<file path="src/rtl/tbpr_pkg.sv">
// Package for the tile background pixel renderer: opcodes, register indexes,
// color table and the front-to-back work descriptor. No dependencies.
`default_nettype none
package tbpr_pkg;
  typedef enum logic [1:0] {
    OP_MAP  = 2'd0,
    OP_ATTR = 2'd1,
    OP_PAT  = 2'd2,
    OP_PIX  = 2'd3
  } op_e;

  localparam int CfgIdxW = 3;
  localparam int CfgDataW = 16;
  localparam logic [CfgIdxW-1:0] REG_SCROLL_H = 3'd0;
  localparam logic [CfgIdxW-1:0] REG_SCROLL_V = 3'd1;
  localparam logic [CfgIdxW-1:0] REG_PAL0 = 3'd2;
  localparam logic [CfgIdxW-1:0] REG_PAL1 = 3'd3;
  localparam logic [CfgIdxW-1:0] REG_PAL2 = 3'd4;
  localparam logic [CfgIdxW-1:0] REG_PAL3 = 3'd5;

  function automatic logic [23:0] color_lut(input logic [3:0] idx);
    logic [23:0] c;
    case (idx)
      4'd0: c = 24'h1a1717;   4'd1: c = 24'h8d8383;
      4'd2: c = 24'hd3c1c1;   4'd3: c = 24'hede5e5;
      4'd4: c = 24'h92afed;   4'd5: c = 24'h7a84d3;
      4'd6: c = 24'h7958c1;   4'd7: c = 24'h6c2c9e;
      4'd8: c = 24'h8d1e1e;   4'd9: c = 24'hc15133;
      4'd10: c = 24'he588a6;  4'd11: c = 24'he5c1d4;
      4'd12: c = 24'h27953f;  4'd13: c = 24'h4bb93e;
      4'd14: c = 24'ha2d34e;  default: c = 24'hfaff6b;
    endcase
    return c;
  endfunction

  // One classified item handed from front to back.
  typedef struct packed {
    op_e         op;
    logic [11:0] addr;
    logic [7:0]  data;
    logic [7:0]  sx;
    logic [7:0]  sy;
    logic        last;
  } work_t;
endpackage
`default_nettype wire

</file>
<file path="src/rtl/tbpr_front.sv">
// Front end: accepts items, assigns scan positions to render items, pushes a
// work descriptor into the queue. Depends on tbpr_pkg.
`default_nettype none
module tbpr_front #(
  parameter int SCREEN_SIDE = 128
) (
  input  wire logic            clk_i,
  input  wire logic            rst_ni,
  input  wire logic            in_valid_i,
  output logic                 in_ready_o,
  input  wire logic [1:0]      opcode_i,
  input  wire logic [11:0]     write_address_i,
  input  wire logic [7:0]      write_data_i,
  input  wire logic            enable_i,
  output logic                 push_o,
  output tbpr_pkg::work_t      work_o,
  input  wire logic            full_i
);
  import tbpr_pkg::*;
  localparam logic [7:0] Last = 8'(SCREEN_SIDE - 1);

  logic [7:0] col_q, col_d, row_q, row_d;
  logic       take;

  assign in_ready_o = enable_i && !full_i;
  assign take = in_valid_i && in_ready_o;
  assign push_o = take;

  always_comb begin
    work_o.op = op_e'(opcode_i);
    work_o.addr = write_address_i;
    work_o.data = write_data_i;
    work_o.sx = col_q;
    work_o.sy = row_q;
    work_o.last = (col_q == Last) && (row_q == Last);
  end

  always_comb begin
    col_d = col_q;
    row_d = row_q;
    if (take && op_e'(opcode_i) == OP_PIX) begin
      if (col_q >= Last) begin
        col_d = '0;
        row_d = (row_q >= Last) ? 8'd0 : row_q + 8'd1;
      end else begin
        col_d = col_q + 8'd1;
      end
    end
  end

  always_ff @(posedge clk_i or negedge rst_ni) begin
    if (!rst_ni) begin
      col_q <= '0;
      row_q <= '0;
    end else begin
      col_q <= col_d;
      row_q <= row_d;
    end
  end
endmodule
`default_nettype wire

</file>
<file path="config.mk">
export PLATFORM = sky130hd
export DESIGN_NAME = tbpr_front
export DESIGN_NICKNAME = d
export VERILOG_FILES = /design/src/rtl/tbpr_pkg.sv /design/src/rtl/tbpr_front.sv
export SDC_FILE = /design/constraint.sdc
export NUM_CORES = 1
export LEC_CHECK = 0
export ABC_AREA = 1
export BUFFER_PORTS_ARGS = -buffer_cell sky130_fd_sc_hd__buf_2
export CAP_MARGIN = 20
export CORE_MARGIN = 3
export CORE_UTILIZATION = 48
export CTS_BUF_LIST = sky130_fd_sc_hd__clkbuf_4 sky130_fd_sc_hd__clkbuf_8
export CTS_CLUSTER_DIAMETER = 150
export DETAILED_ROUTE_END_ITERATION = 6
export PLACE_DENSITY = 0.86
export SLEW_MARGIN = 10
export SYNTH_ARGS = -nofsm -noshare
export SYNTH_HDL_FRONTEND = slang
export SYNTH_SLANG_ARGS = --single-unit
</file>
<file path="constraint.sdc">
create_clock -name clk_i -period 3 [get_ports clk_i]
set_input_delay 0.45 -clock clk_i [delete_from_list [all_inputs] [get_ports clk_i]]
set_output_delay 0.45 -clock clk_i [all_outputs]
set_load 0.005 [all_outputs]
</file>
==> impl_metrics.py <==
metrics = {
    "grt": {
        "antenna_found_initial": 0,
        "grt_pass1_wl_um": 3822,
        "grt_max_degree": 17,
        "grt_usage_pct": 14.91,
        "grt_overflow": 0,
        "grt_pass1_vias": 898,
    },
    "die": {
        "die_w_um": 55.66,
        "start_util_pct": 52.01,
        "io_pins": 68,
        "num_rows": 17,
        "dieHeight_um": 55.66,
        "core_area_sq_mm": 0.002276,
        "dieArea_sq_mm": 0.003097,
    },
    "timing": {
        "setup_viol": 0,
        "max_freq_ghz": 0.5254,
        "maxSlewHeadroom_pct": 75.14,
        "fin_skew_ps": 6.781,
        "hold_viol_final": 0,
        "fin_crit_ps": 1903,
        "tightest_slew_ps": 372.9,
        "timing.final.max_slew_violations": 0,
        "rsz0062_at_grt": "false",
        "min_period_over_period_pct": 63.44,
        "setup_tns_ps": 0,
    },
    "detailed_routing": {
        "vias": 964,
        "dr.pass1.iters": 4,
        "totalWireLength_um": 2225,
        "wire_per_inst_um": 11.07,
        "post-route-drc-count": 0,
        "ant_nets": 0,
        "detail_route.iter0.violations": 16,
        "drt-vias-per-instance": 4.796,
    },
    "yosys": {
        "syn_area_sq_mm": 0.001184,
        "syn_area_per_cell_sq_um": 7.130,
        "synthesis.nets": 195,
        "ys_ff_latch": 16,
        "yosysSeqAreaShare_pct": 33.83,
        "synth-warning-count": 0,
        "synthCells": 166,
        "synth_cell_types": 22,
    },
    "place": {
        "place_inst": 197,
        "numPortBuffers": 27,
        "dp_hpwl_um": 1732,
        "gp_congestion": 0.8097,
    },
    "final_layout": {
        "nNetsFinal": 203,
        "layout.cells.non_filler": 201,
        "num_antenna_cells": 0,
        "drive_gt1_share_pct": 26.01,
        "syn2layout_area_growth_pct": 2.114,
    },
    "worst_setup_path": {
        "critPathMaxFanout": 6,
        "crit_path_end_kind": "output pin",
        "crit_type": "flop to output pin",
        "start_kind": "flop",
        "crit_arrival_ps": 1450,
        "worstPathRequired_ps": 2550,
        "reg2regPathDepth": 8,
    },
    "power": {
        "power.density_mw_per_mm2": 384.0,
        "vdd_ir_drop_max_uv": 204.9,
        "p_total_uw": 464.1,
        "p_leak_uw": 0.0007117,
    },
    "job": {
        "max_cap_viol_count": 0,
    },
    "clock_tree": {
        "cts-hold-fix-buffers": 0,
        "ctsRootBufferMaster": "clkbuf_4",
        "cts_resized": 0,
        "clk_latency_ps": 290,
        "cts_tree": "yes",
        "cts_buffers": 3,
        "post-cts-setup-buffers": 0,
        "cts_max_level": 1,
        "clockBufferDepth": 2,
        "clkTransAtPathRegs_ps": 100,
        "cts_sinks": 16,
    },
    "worst_hold_path": {
        "min_path_type": "primary input to async pin",
    },
    "status": {
        "outcome": "finished, final reports clean",
    },
}
-- path summary, 6_finish.rpt --
path / from / end / slack (ps)
max in group asynchronous: rst_ni / row_q[1] / 2670
min: rst_ni / col_q[7] / 50
max reg2reg: col_q[1] / row_q[3] / 1560
min in group clk_i: row_q[7] / row_q[7] / 540
max: row_q[0] / work_o[0] / 1100
min reg2reg: row_q[7] / row_q[7] / 540
-- state kept, by name, indices dropped and copies added, names as in the netlist --
signal and count:
col_q 8, row_q 8
-- placed cells by master (no fill, tap or decap) --
cell | synthesis | routed
nand2_4 | 1 | 1
inv_1 | 18 | 18
nor2_4 | 1 | 1
buf_2 | 1 | 27
o21ai_0 | 2 | 2
xnor2_1 | 1 | 1
nand3_2 | 1 | 1
nor2_1 | 22 | 22
nor2_2 | 1 | 1
inv_2 | 4 | 4
nand2_1 | 54 | 54
ha_1 | 2 | 2
o21bai_1 | 1 | 1
nand3_1 | 9 | 9
nor2_8 | 1 | 1
a21oi_4 | 1 | 1
nand2_2 | 3 | 3
clkbuf_8 | 0 | 1
xor2_1 | 3 | 3
clkbuf_4 | 0 | 3
dfrtp_1 | 16 | 16
nand3_4 | 1 | 1
-- kinds of logic (layout without fill, tap and decap cells) --
| logic type | count (synthesis) | count (layout) | synth area share, % |
|---|---|---|---|
| adder cells (fa/ha/maj) | 2 | 2 | 2.114 |
| XOR/XNOR | 4 | 4 | 2.960 |
| AO/OA/AOI/OAI | 4 | 4 | 2.855 |
| buffers and inverters | 46 | 53 | 22.30 |
| AND/OR/NAND/NOR | 94 | 94 | 35.94 |
| flip-flops | 16 | 16 | 33.83 |
-- worst max-delay path: stages, from the launching register on --
cell and delay, ps:
dfrtp_1 440, ha_1 250, nand2_1 90, nor2_1 90, nand3_1 90, nor2_1 90, buf_2 120
-- cell type report --
cell class	instances	area (sq um)
fillers	245	1067
clock buffers	4	36.28
multi-input cells	104	519.2
inverters	22	82.58
repair buffers	27	135.1
well taps	28	35.03
flip-flops and latches	16	400.4
-- Yosys cell counts (all sizes together) --
library cell  instances  area [sq um]
a21oi                 1         16.27
nand2                58         232.7
o21bai                1         7.510
ha                    2         25.02
xnor2                 1         8.760
nor2                 25         120.1
buf                  24         181.4
o21ai                 2         10.01
dfrtp                16         400.4
inv                  22         82.57
xor2                  3         26.28
nand3                11         72.57
-- report_power, final --
part | total (uW) | internal [uW] | switching (uW)
logic | 72.6 | 31.0 | 41.6
registers | 244 | 229 | 15.6
clock network | 147 | 73.9 | 73.4
total | 464 | 334 | 131
-- routing by layer --
metal / up-vias / share of wire, % / GRT usage (%) / wire (um)
li1: 490 / - / - / -
met2: 42 / 49 / 25.51 / 1097
met1: 428 / 42 / 17.81 / 934
met3: 4 / 8.0 / 3.712 / 179
met4: 0 / 0.58 / 5.903 / 13
met5: - / 0 / 0 / 0
-- per-stage QoR --
step,hold slack [ps],instance area (sq um),util (%),setup WS [ps]
finish,52.77,1209,53.11,1097
floorplan,154.4,1184,-,1549
global placement,382.0,1172,51.51,1456
CTS,60.90,1209,53.11,1080
detailed placement,387.2,1172,51.51,1410
global route,67.20,1209,53.11,935.8
Note: power is estimated with default switching activity, not from simulation.
