`src/rtl/tbpr_pkg.sv`:
```
// Package for the tile background pixel renderer: opcodes, register indexes,
// color table and the front-to-back work descriptor. No dependencies.
`default_nettype none
package tbpr_pkg;
  typedef enum logic [1:0] {
    OP_MAP  = 2'd0,
    OP_ATTR = 2'd1,
    OP_PAT  = 2'd2,
    OP_PIX  = 2'd3
  } op_e;

  localparam int CfgIdxW = 3;
  localparam int CfgDataW = 16;
  localparam logic [CfgIdxW-1:0] REG_SCROLL_H = 3'd0;
  localparam logic [CfgIdxW-1:0] REG_SCROLL_V = 3'd1;
  localparam logic [CfgIdxW-1:0] REG_PAL0 = 3'd2;
  localparam logic [CfgIdxW-1:0] REG_PAL1 = 3'd3;
  localparam logic [CfgIdxW-1:0] REG_PAL2 = 3'd4;
  localparam logic [CfgIdxW-1:0] REG_PAL3 = 3'd5;

  function automatic logic [23:0] color_lut(input logic [3:0] idx);
    logic [23:0] c;
    case (idx)
      4'd0: c = 24'h1a1717;   4'd1: c = 24'h8d8383;
      4'd2: c = 24'hd3c1c1;   4'd3: c = 24'hede5e5;
      4'd4: c = 24'h92afed;   4'd5: c = 24'h7a84d3;
      4'd6: c = 24'h7958c1;   4'd7: c = 24'h6c2c9e;
      4'd8: c = 24'h8d1e1e;   4'd9: c = 24'hc15133;
      4'd10: c = 24'he588a6;  4'd11: c = 24'he5c1d4;
      4'd12: c = 24'h27953f;  4'd13: c = 24'h4bb93e;
      4'd14: c = 24'ha2d34e;  default: c = 24'hfaff6b;
    endcase
    return c;
  endfunction

  // One classified item handed from front to back.
  typedef struct packed {
    op_e         op;
    logic [11:0] addr;
    logic [7:0]  data;
    logic [7:0]  sx;
    logic [7:0]  sy;
    logic        last;
  } work_t;
endpackage
`default_nettype wire

```
`src/rtl/tbpr_queue.sv`:
```
// Two-entry queue between front and back. Depends on tbpr_pkg.
`default_nettype none
module tbpr_queue (
  input  wire logic       clk_i,
  input  wire logic       rst_ni,
  input  wire logic       push_i,
  input  tbpr_pkg::work_t data_i,
  output logic            full_o,
  output logic            valid_o,
  output tbpr_pkg::work_t data_o,
  input  wire logic       pop_i
);
  import tbpr_pkg::*;
  work_t      mem_q [2];
  logic       wp_q, rp_q;
  logic [1:0] cnt_q;

  assign full_o = cnt_q[1];
  assign valid_o = cnt_q != 2'd0;
  assign data_o = mem_q[rp_q];

  always_ff @(posedge clk_i) begin
    if (push_i) mem_q[wp_q] <= data_i;
  end

  always_ff @(posedge clk_i or negedge rst_ni) begin
    if (!rst_ni) begin
      wp_q <= 1'b0;
      rp_q <= 1'b0;
      cnt_q <= '0;
    end else begin
      if (push_i) wp_q <= ~wp_q;
      if (pop_i) rp_q <= ~rp_q;
      cnt_q <= cnt_q + 2'(push_i) - 2'(pop_i);
    end
  end
endmodule
`default_nettype wire

```
`config.mk`:
```
export PLATFORM = sky130hd
export DESIGN_NAME = tbpr_queue
export DESIGN_NICKNAME = d
export VERILOG_FILES = /design/src/rtl/tbpr_pkg.sv /design/src/rtl/tbpr_queue.sv
export SDC_FILE = /design/constraint.sdc
export NUM_CORES = 1
export LEC_CHECK = 0
export BUFFER_PORTS_ARGS = -buffer_cell sky130_fd_sc_hd__buf_2
export CAP_MARGIN = 20
export CORE_MARGIN = 1.5
export CORE_UTILIZATION = 51
export DETAILED_ROUTE_END_ITERATION = 8
export PLACE_DENSITY = 0.83
export REMOVE_ABC_BUFFERS = 1
export SYNTH_ARGS = -nofsm -noshare
export SYNTH_HDL_FRONTEND = slang
export SYNTH_SLANG_ARGS = --single-unit
```
`constraint.sdc`:
```
create_clock -name clk_i -period 2.9 [get_ports clk_i]
set_input_delay 0.58 -clock clk_i [delete_from_list [all_inputs] [get_ports clk_i]]
set_output_delay 0.58 -clock clk_i [all_outputs]
set_load 0.01 [all_outputs]
```
==> results of run 1 <==
==> cell type report <==
class,count,area share [%]
repair buffers,85,11.9
clock buffers,11,3.54
well taps,72,2.42
multi-input cells,47,14.3
clock inverters,4,1.82
inverters,2,0.202
flip-flops and latches,82,65.8
==> synth_stat cells <==
| master | instances |
|---|---|
| mux2_2 | 39 |
| edfxtp_1 | 78 |
| ha_1 | 2 |
| or2_2 | 1 |
| xor3_1 | 1 |
| dfrtp_1 | 4 |
| buf_6 | 4 |
| xor2_1 | 2 |
| and2_1 | 1 |
| nor2b_1 | 1 |
| inv_1 | 2 |
==> routing by layer <==
layer / vias to the layer above / share of wire [%] / track usage, %
met5: - / 0 / 0
met4: 0 / 1.5 / 7.76
met3: 7 / 7.8 / 5.60
met2: 63 / 47 / 24.5
met1: 729 / 43 / 21.2
li1: 710 / - / -
==> logic make-up (layout without fill, tap and decap cells) <==
kind of cell | Yosys count | after routing | share of synthesized area (%)
adder cells (fa/ha/maj) | 2 | 2 | 0.829
XOR/XNOR | 3 | 3 | 1.37
AND/OR/NAND/NOR | 3 | 3 | 0.622
buffers and inverters | 6 | 102 | 1.74
flip-flops | 82 | 82 | 80.9
multiplexers | 39 | 39 | 14.5
==> metrics by stage <==
stage	worst slack [ns]	power, mW	area, µm²	cells
final	0.418	3.49	3720	303
after global routing	0.331	3.67	3720	303
after CTS	0.392	3.54	3720	303
after detailed placement	0.768	2.71	3520	288
after global placement	0.772	2.68	3520	288
after floorplan	0.133	2.30	2970	131
==> how the worst max path moves through the flow <==
stage,startpoint,end,slack (ns)
after floorplan,push_i,mem_q[0][0],0.13
after global routing,rp_q,data_o[34],0.33
after CTS,rp_q,data_o[10],0.39
after detailed placement,rp_q,data_o[10],0.77
final,rp_q,data_o[32],0.42
after global placement,rp_q,data_o[10],0.77
==> state kept, by name (all words and copies together), names as in the netlist <==
name,count
mem_q,78
cnt_q,2
rp_q,1
wp_q,1
==> power breakdown <==
part           switching (mW)  internal (mW)  leakage (nW)
combinational           0.428          0.494         0.555
clock                   0.355          0.475        0.0985
sequential              0.169           1.57         0.778
==> results.toml, run 1 <==
[run_status]
status = "finished clean"

[logic_synthesis]
syn_area_mm2 = 0.00302
yosys_warnings = 0
yosysUniqueCellTypes = 11
seq_area_frac_synth_pct = 80.9
yosysTopAreaCell = "edfxtp_1"
syn_avg_cell_area_um2 = 22.4
synth_top_area_share_pct = 77.6
ys_seq_elements = 82
syn_inst = 135
synth.area.top_cells = "edfxtp_1 78%, mux2_2 15%, dfrtp_1 3.3%"

[timing]
clock.fmax_mhz = 403
fin_tns_setup_ns = 0
finalHoldWorstSlack_ns = 0.0326
drv_slew = 0
slew_headroom_pct = 38.6
worstMarginPinSlew_ns = 0.921
period_share_pct = 85.6
setup_violations = 0
rsz0062_at_grt = "no"
hold_viol_final = 0
fin_skew_ns = 0.00704
finalCriticalPeriod_ns = 2.48

[detailed_routing]
vias = 1509
avgViaCountPerCell = 4.98
wl_um = 4840
drt-wirelength-per-cell_um = 16.0
ant_nets = 0
drt_iter0_drc = 95
drc = 0
firstDrtPassIters = 4

[final_layout]
drive_gt1_share_pct = 60.2
layout_commonest_cell = "buf_2"
syn_to_final_growth_pct = 23.1
utilization_pct = 66.3
multi_input_area_um2 = 533
layout_common_cells = "83 x buf_2, 78 x edfxtp_1, 39 x mux2_2"
seqCellArea_mm2 = 0.00244
n_antenna_cell = 0
fillers = 396
fin_nets = 272

[worst_hold_path]
min_path_type = "in2async"

[cts]
root_buffer = "clkbuf_8"
htree_levels = 3
clock_latency_ns = 0.34
clockBufferDepth = 2
post_cts_resized = 0
hold_buffers = 0
cts.sinks = 82
postCtsSetupRepairBufs = 0
clk_pin_slew_ns = 0.07
cts_tree = "yes"
cts-buffers-inserted = 9

[die]
rows = 27
initial_core_util_pct = 53.8
io_pins = 84
die_area_mm2 = 0.00639
fp.dieH_um = 79.9
fp.dieW_um = 79.9
core_area_mm2 = 0.00561

[global_routing]
gr-usage-all-layers_pct = 16.2
grt_max_degree = 41
grt_antenna_before_repair = 0
grt_pass1_vias = 1557
grt_pass1_wl_um = 7410
overflow = 0

[worst_setup_path]
cp.depth = 2
slowest_delay_ns = 0.96
critical_path_buf_inv_count = 1
crit_path_cell_trace = "mux2_2, buf_2"
reg2reg_from = "wp_q"
cp_data_required_time_ns = 2.32
crit_arrival_ns = 1.90
crit_path_end_kind = "primary output"
path_delay_family = "flip-flops"
rrSetupSlack_ns = 1.34
crit_slowest_cell = "dfrtp_2"
r2r_end = "mem_q[1][16]"
cp-start-kind = "register"
path_max_fanout = 40
critPathKind = "reg2out"
r2r_cells = 2

[placement]
dp_hpwl_um = 3190
portBuffers = 83
routabilityCongestion = 0.702

[power_and_ir_drop]
vdd_drop_max_mv = 0.667
leakage_nw = 1.43
power.density_mw_per_mm2 = 940

[flow_run]
drv_cap = 0
Note: power is estimated with default switching activity, not from simulation.
==> run 2, diff against run 1 <==
- ABC_AREA: not set -> 1
- CORE_UTILIZATION: 51 -> 52
- PLACE_DENSITY: 0.83 -> 0.84
==> run 2 against run 1 <==
- worst setup slack gained 0.28 ns
- count of clock-buffer cells in the layout down 2
- wire length increased by 1.9%
- sequential cell count is the same
- combinational power increased by 13%
- first-iteration DRC count decreased by 41%
- register-to-register slack got worse by 0.21 ns
- total power is 4.8% higher
- critical path type unchanged
- critical endpoint is now data_o[9]
- highest routed layer is now met5
==> results.toml, run 2 <==
[logic_synthesis]
seq_area_frac_synth_pct = 78.4
ys_seq_elements = 82
synth_top_area_share_pct = 75.2
syn_area_mm2 = 0.00312
async_flop_share_pct = 4.88
yosys_warnings = 0
yosysTopAreaCell = "edfxtp_1"
yosysMostFrequentCell = "edfxtp_1"
ys_top_cells_by_count = "78 x edfxtp_1, 46 x inv_1, 46 x nand2_1"
yosysUniqueCellTypes = 15
syn_inst = 228
synth.area.top_cells = "edfxtp_1 75%, inv_1 5.5%, nand2_1 5.5%"
ys.flop_type = "edfxtp_1"
syn_avg_cell_area_um2 = 13.7
synth_edf_count = 78

[worst_hold_path]
min_path_type = "in2async"

[detailed_routing]
drt_iter0_drc = 56
vias = 1838
drc = 0
ant_nets = 0
drt-wirelength-per-cell_um = 12.4
firstDrtPassIters = 4
wl_um = 4930
avgViaCountPerCell = 4.63

[final_layout]
fillers = 432
largest_register_ffs = 78
utilization_pct = 65.7
syn_to_final_growth_pct = 23.3
layout_commonest_cell = "buf_2"
stdcell_count = 397
multi_input_area_um2 = 430
top_regs = "mem_q: 78 flops, cnt_q: 2 flops"
drive_gt1_share_pct = 32.3
top_register = "mem_q"
final_cell_area_mm2 = 0.00384
fin_nets = 362
layout_common_cells = "83 x buf_2, 78 x edfxtp_1, 46 x nand2_1"
seqCellArea_mm2 = 0.00244
n_antenna_cell = 0

[power_and_ir_drop]
p_comb_share_pct = 28.3
power.density_mw_per_mm2 = 953
p_sw_share_pct = 30.7
leakage_nw = 1.68
total_power_mw = 3.66
switching_power_mw = 1.12
p_clk_share_pct = 25.4
vdd_drop_max_mv = 0.638
p_int_mw = 2.54
p_seq_share_pct = 46.3

[placement]
post-place-ws_ns = 0.840
dp.cells = 381
routabilityCongestion = 0.638
dpl-instance-area_mm2 = 0.00361
portBuffers = 83
dp_hpwl_um = 3330

[die]
initial_core_util_pct = 53.3
core_area_mm2 = 0.00585
fp.dieW_um = 80.4
fp.dieH_um = 80.4
io_pins = 84
rows = 28
die_area_mm2 = 0.00646

[timing]
finalHoldWorstSlack_ns = 0.0413
worstMarginPinSlew_ns = 0.662
hold_viol_final = 0
fin_skew_ns = 0.00528
clock.fmax_mhz = 454
slew_headroom_pct = 55.6
drv_slew = 0
rsz0062_at_grt = "no"
period_share_pct = 75.9
worst_slack_ns = 0.698
setup_violations = 0
fin_tns_setup_ns = 0
finalCriticalPeriod_ns = 2.20

[cts]
clockBufferDepth = 2
postCtsSetupRepairBufs = 0
post_cts_resized = 0
cts_tree = "yes"
cts.sinks = 82
root_buffer = "clkbuf_8"
clk_pin_slew_ns = 0.08
cts-buffers-inserted = 9
htree_levels = 3
hold_buffers = 0
clock_latency_ns = 0.34

[worst_setup_path]
path_max_fanout = 52
slowest_delay_ns = 0.67
cp_data_required_time_ns = 2.32
critPathKind = "reg2out"
crit_path_end_kind = "primary output"
crit_path_cell_trace = "buf_12, nand2_1, o21ai_0, buf_2"
critical_path_buf_inv_count = 2
cp-start-kind = "register"
crit_arrival_ns = 1.62
rrSetupSlack_ns = 1.13
crit_slowest_cell = "dfrtp_2"
path_delay_family = "flip-flops"

[global_routing]
grt_antenna_before_repair = 1
overflow = 0
gr-usage-all-layers_pct = 16.1
grt_max_degree = 53
grt_pass1_vias = 1663
grt_pass1_wl_um = 7390

[flow_run]
drv_cap = 0

[run_status]
status = "finished clean"
[run 2: cell types whose count changed after synthesis, moves of 2 or more]
cell / change
buf_2: +4
buf_6: -2
buf_8: +2
inv_1: +44
mux2_2: -39
nand2_1: +46
o21ai_0: +29
o21ai_1: +9
[run 2: final timing paths]
kind	depth (start not counted)	from	to
worst max-delay path	4	rp_q	data_o[9]
worst min-delay path	1	rst_ni	rp_q
worst max register to register	3	wp_q	mem_q[1][3]
worst min register to register	3	cnt_q[1]	cnt_q[1]
max in group asynchronous	1	rst_ni	rp_q
min in group clk_i	1	data_i[36]	mem_q[1][36]
[run 2: cell families (layout without fill, tap and decap cells)]
kind of cell,Yosys count,count (layout),synth area share [%]
flip-flops,82,82,78.4
buffers and inverters,55,149,8.03
AO/OA/AOI/OAI,39,39,6.39
adder cells (fa/ha/maj),2,2,0.803
AND/OR/NAND/NOR,48,48,5.82
XOR/XNOR,2,2,0.562
[run 2: power groups by stage]
stage                     registers, mW  clock network, mW  logic, mW
after floorplan                    1.75                  0      0.518
after global placement             1.71                  0       1.02
after detailed placement           1.72                  0       1.05
after CTS                          1.70              0.951       1.06
after global routing               1.72              0.993       1.17
final                              1.69              0.930       1.04
[run 2: final cells by class]
class,count,area share (%)
Sequential cell,82,63.6
Timing Repair Buffer,87,12.2
Multi-Input combinational cell,91,11.2
Inverter,46,4.49
Clock buffer,9,3.22
Clock inverter,7,2.80
Tap cell,75,2.44
[run 2: per-layer routing]
metal / vias to the layer above / routed length (µm) / track usage (%)
met5: - / 13 / 0
met4: 2 / 106 / 8.79
met3: 13 / 302 / 4.66
met2: 59 / 2480 / 27.3
met1: 831 / 2030 / 18.2
li1: 933 / - / -
==> run 3, diff against run 2 <==
- ABC_AREA: 1 -> 0
- CORE_UTILIZATION: 52 -> 46
- PLACE_DENSITY: 0.84 -> 0.79
- clock period: 2.9 -> 1.95 ns (I/O delays scaled with it)
==> run 3 against run 2 <==
- die area up 9.2%
- count of clock-buffer cells in the layout up 1
- combinational power up 56%
- total power up 41%
- core utilization down 6.5 points
- hold slack better by 0.18 ns
- highest routed layer is now met4
==> results.toml, run 3 (synthesis gave the netlist of run 1 again) <==
[die]
fp.dieW_um = 84.0
initial_core_util_pct = 47.5
fp.dieH_um = 84.0
core_area_mm2 = 0.00635
rows = 29
io_pins = 84
die_area_mm2 = 0.00706

[detailed_routing]
drt-wirelength-per-cell_um = 15.8
firstDrtPassIters = 4
drt_iter0_drc = 74
vias = 1546
avgViaCountPerCell = 4.89
wl_um = 5000
drc = 0
ant_nets = 0

[timing]
rsz0062_at_grt = "no"
setup_violations = 0
fin_tns_setup_ns = 0
period_share_pct = 96.1
fin_skew_ns = 0.00977
clock.fmax_mhz = 534
worst_slack_ns = 0.0760
finalCriticalPeriod_ns = 1.87
drv_slew = 0
hold_viol_final = 0
finalHoldWorstSlack_ns = 0.221
slew_headroom_pct = 80.7
worstMarginPinSlew_ns = 0.290

[final_layout]
largest_register_ffs = 78
layout_commonest_cell = "buf_2"
top_register = "mem_q"
utilization_pct = 59.2
drive_gt1_share_pct = 62.3
top_regs = "mem_q: 78 flops, cnt_q: 2 flops"
layout_common_cells = "83 x buf_2, 78 x edfxtp_1, 39 x mux2_2"
syn_to_final_growth_pct = 24.4
stdcell_count = 316
final_cell_area_mm2 = 0.00376
fin_nets = 279
n_antenna_cell = 0

[cts]
cts-buffers-inserted = 9
cts.sinks = 82
clk_pin_slew_ns = 0.09
clockBufferDepth = 2
clock_latency_ns = 0.35
root_buffer = "clkbuf_8"
cts_tree = "yes"
post_cts_resized = 0
htree_levels = 3

[global_routing]
grt_pass1_vias = 1592
grt_pass1_wl_um = 7760
gr-usage-all-layers_pct = 15.2
grt_antenna_before_repair = 0
grt_max_degree = 28
overflow = 0

[power_and_ir_drop]
p_comb_share_pct = 31.3
switching_power_mw = 1.53
p_seq_share_pct = 47.5
power.density_mw_per_mm2 = 1370
total_power_mw = 5.16
leakage_nw = 1.45
p_sw_share_pct = 29.7
p_clk_share_pct = 21.2
vdd_drop_max_mv = 0.865
p_int_mw = 3.63

[flow_run]
drv_cap = 0

[worst_setup_path]
crit_path_end_kind = "primary output"
crit_slowest_cell = "dfrtp_2"
cp-start-kind = "register"
path_max_fanout = 27
crit_arrival_ns = 1.48
crit_path_cell_trace = "buf_12, mux2_2, buf_2"
cp_data_required_time_ns = 1.56
critical_path_buf_inv_count = 2
slowest_delay_ns = 0.42
critPathKind = "reg2out"
path_delay_family = "flip-flops"

[placement]
dp.cells = 297
routabilityCongestion = 0.712
portBuffers = 83
post-place-ws_ns = 0.337
dpl-instance-area_mm2 = 0.00355
dp_hpwl_um = 3300

[worst_hold_path]
min_path_type = "in2reg"

[run_status]
status = "finished clean"
[run 3: changes by cell type in the layout (fill, tap and decap cells not counted), moves of 2 or more]
cell | before | now
buf_4 | 2 | 7
bufinv_16 | 3 | 0
clkinv_1 | 3 | 0
clkinv_2 | 2 | 0
clkinv_4 | 0 | 2
clkinvlp_4 | 0 | 2
inv_1 | 45 | 2
inv_6 | 0 | 2
mux2_2 | 0 | 39
nand2_1 | 46 | 0
o21ai_0 | 29 | 0
o21ai_1 | 9 | 0
[run 3: layout make-up]
class                      instances  area [µm²]
clock inverter                     6        50.0
multi-input combinational         47         533
sequential                        82        2440
clock buffer                      10         128
tap                               77        96.3
fill                             491        2590
timing repair buffer              92         498
inverter                           2        7.51
[run 3: per-layer routing]
| layer | GRT usage (%) | up-vias | part of all wire (%) |
|---|---|---|---|
| met5 | 0 | - | 0 |
| met4 | 9.39 | 0 | 1.4 |
| met3 | 5.34 | 8 | 7.1 |
| met2 | 24.6 | 55 | 50 |
| met1 | 17.4 | 757 | 41 |
| li1 | - | 726 | - |
[run 3: repair_timing]
action / 4_1_cts / 5_1_grt
endpoints found under the hold margin: 4 / 0
setup buffers: 2 / 0
hold buffers: 1 / 0
endpoints found under the setup margin: 30 / 0
[run 3: power by group through the flow]
stage / registers, mW / logic (mW) / clock network (mW)
5_1_grt: 2.48 / 1.75 / 1.19
3_3_place_gp: 2.49 / 1.58 / 0
2_1_floorplan: 2.57 / 0.858 / 0
6_report: 2.45 / 1.62 / 1.09
4_1_cts: 2.46 / 1.65 / 1.12
3_5_place_dp: 2.51 / 1.58 / 0
[run 3: final timing paths]
path | end | slack (ns) | cells past startpoint | from
min reg2reg | wp_q | 0.55 | 1 | wp_q
max reg2reg | mem_q[1][10] | 0.74 | 2 | wp_q
max | data_o[27] | 0.08 | 3 | rp_q
min | mem_q[1][26] | 0.22 | 1 | data_i[26]
max in group asynchronous | rp_q | 1.42 | 2 | rst_ni
min in group asynchronous | cnt_q[0] | 0.38 | 2 | rst_ni
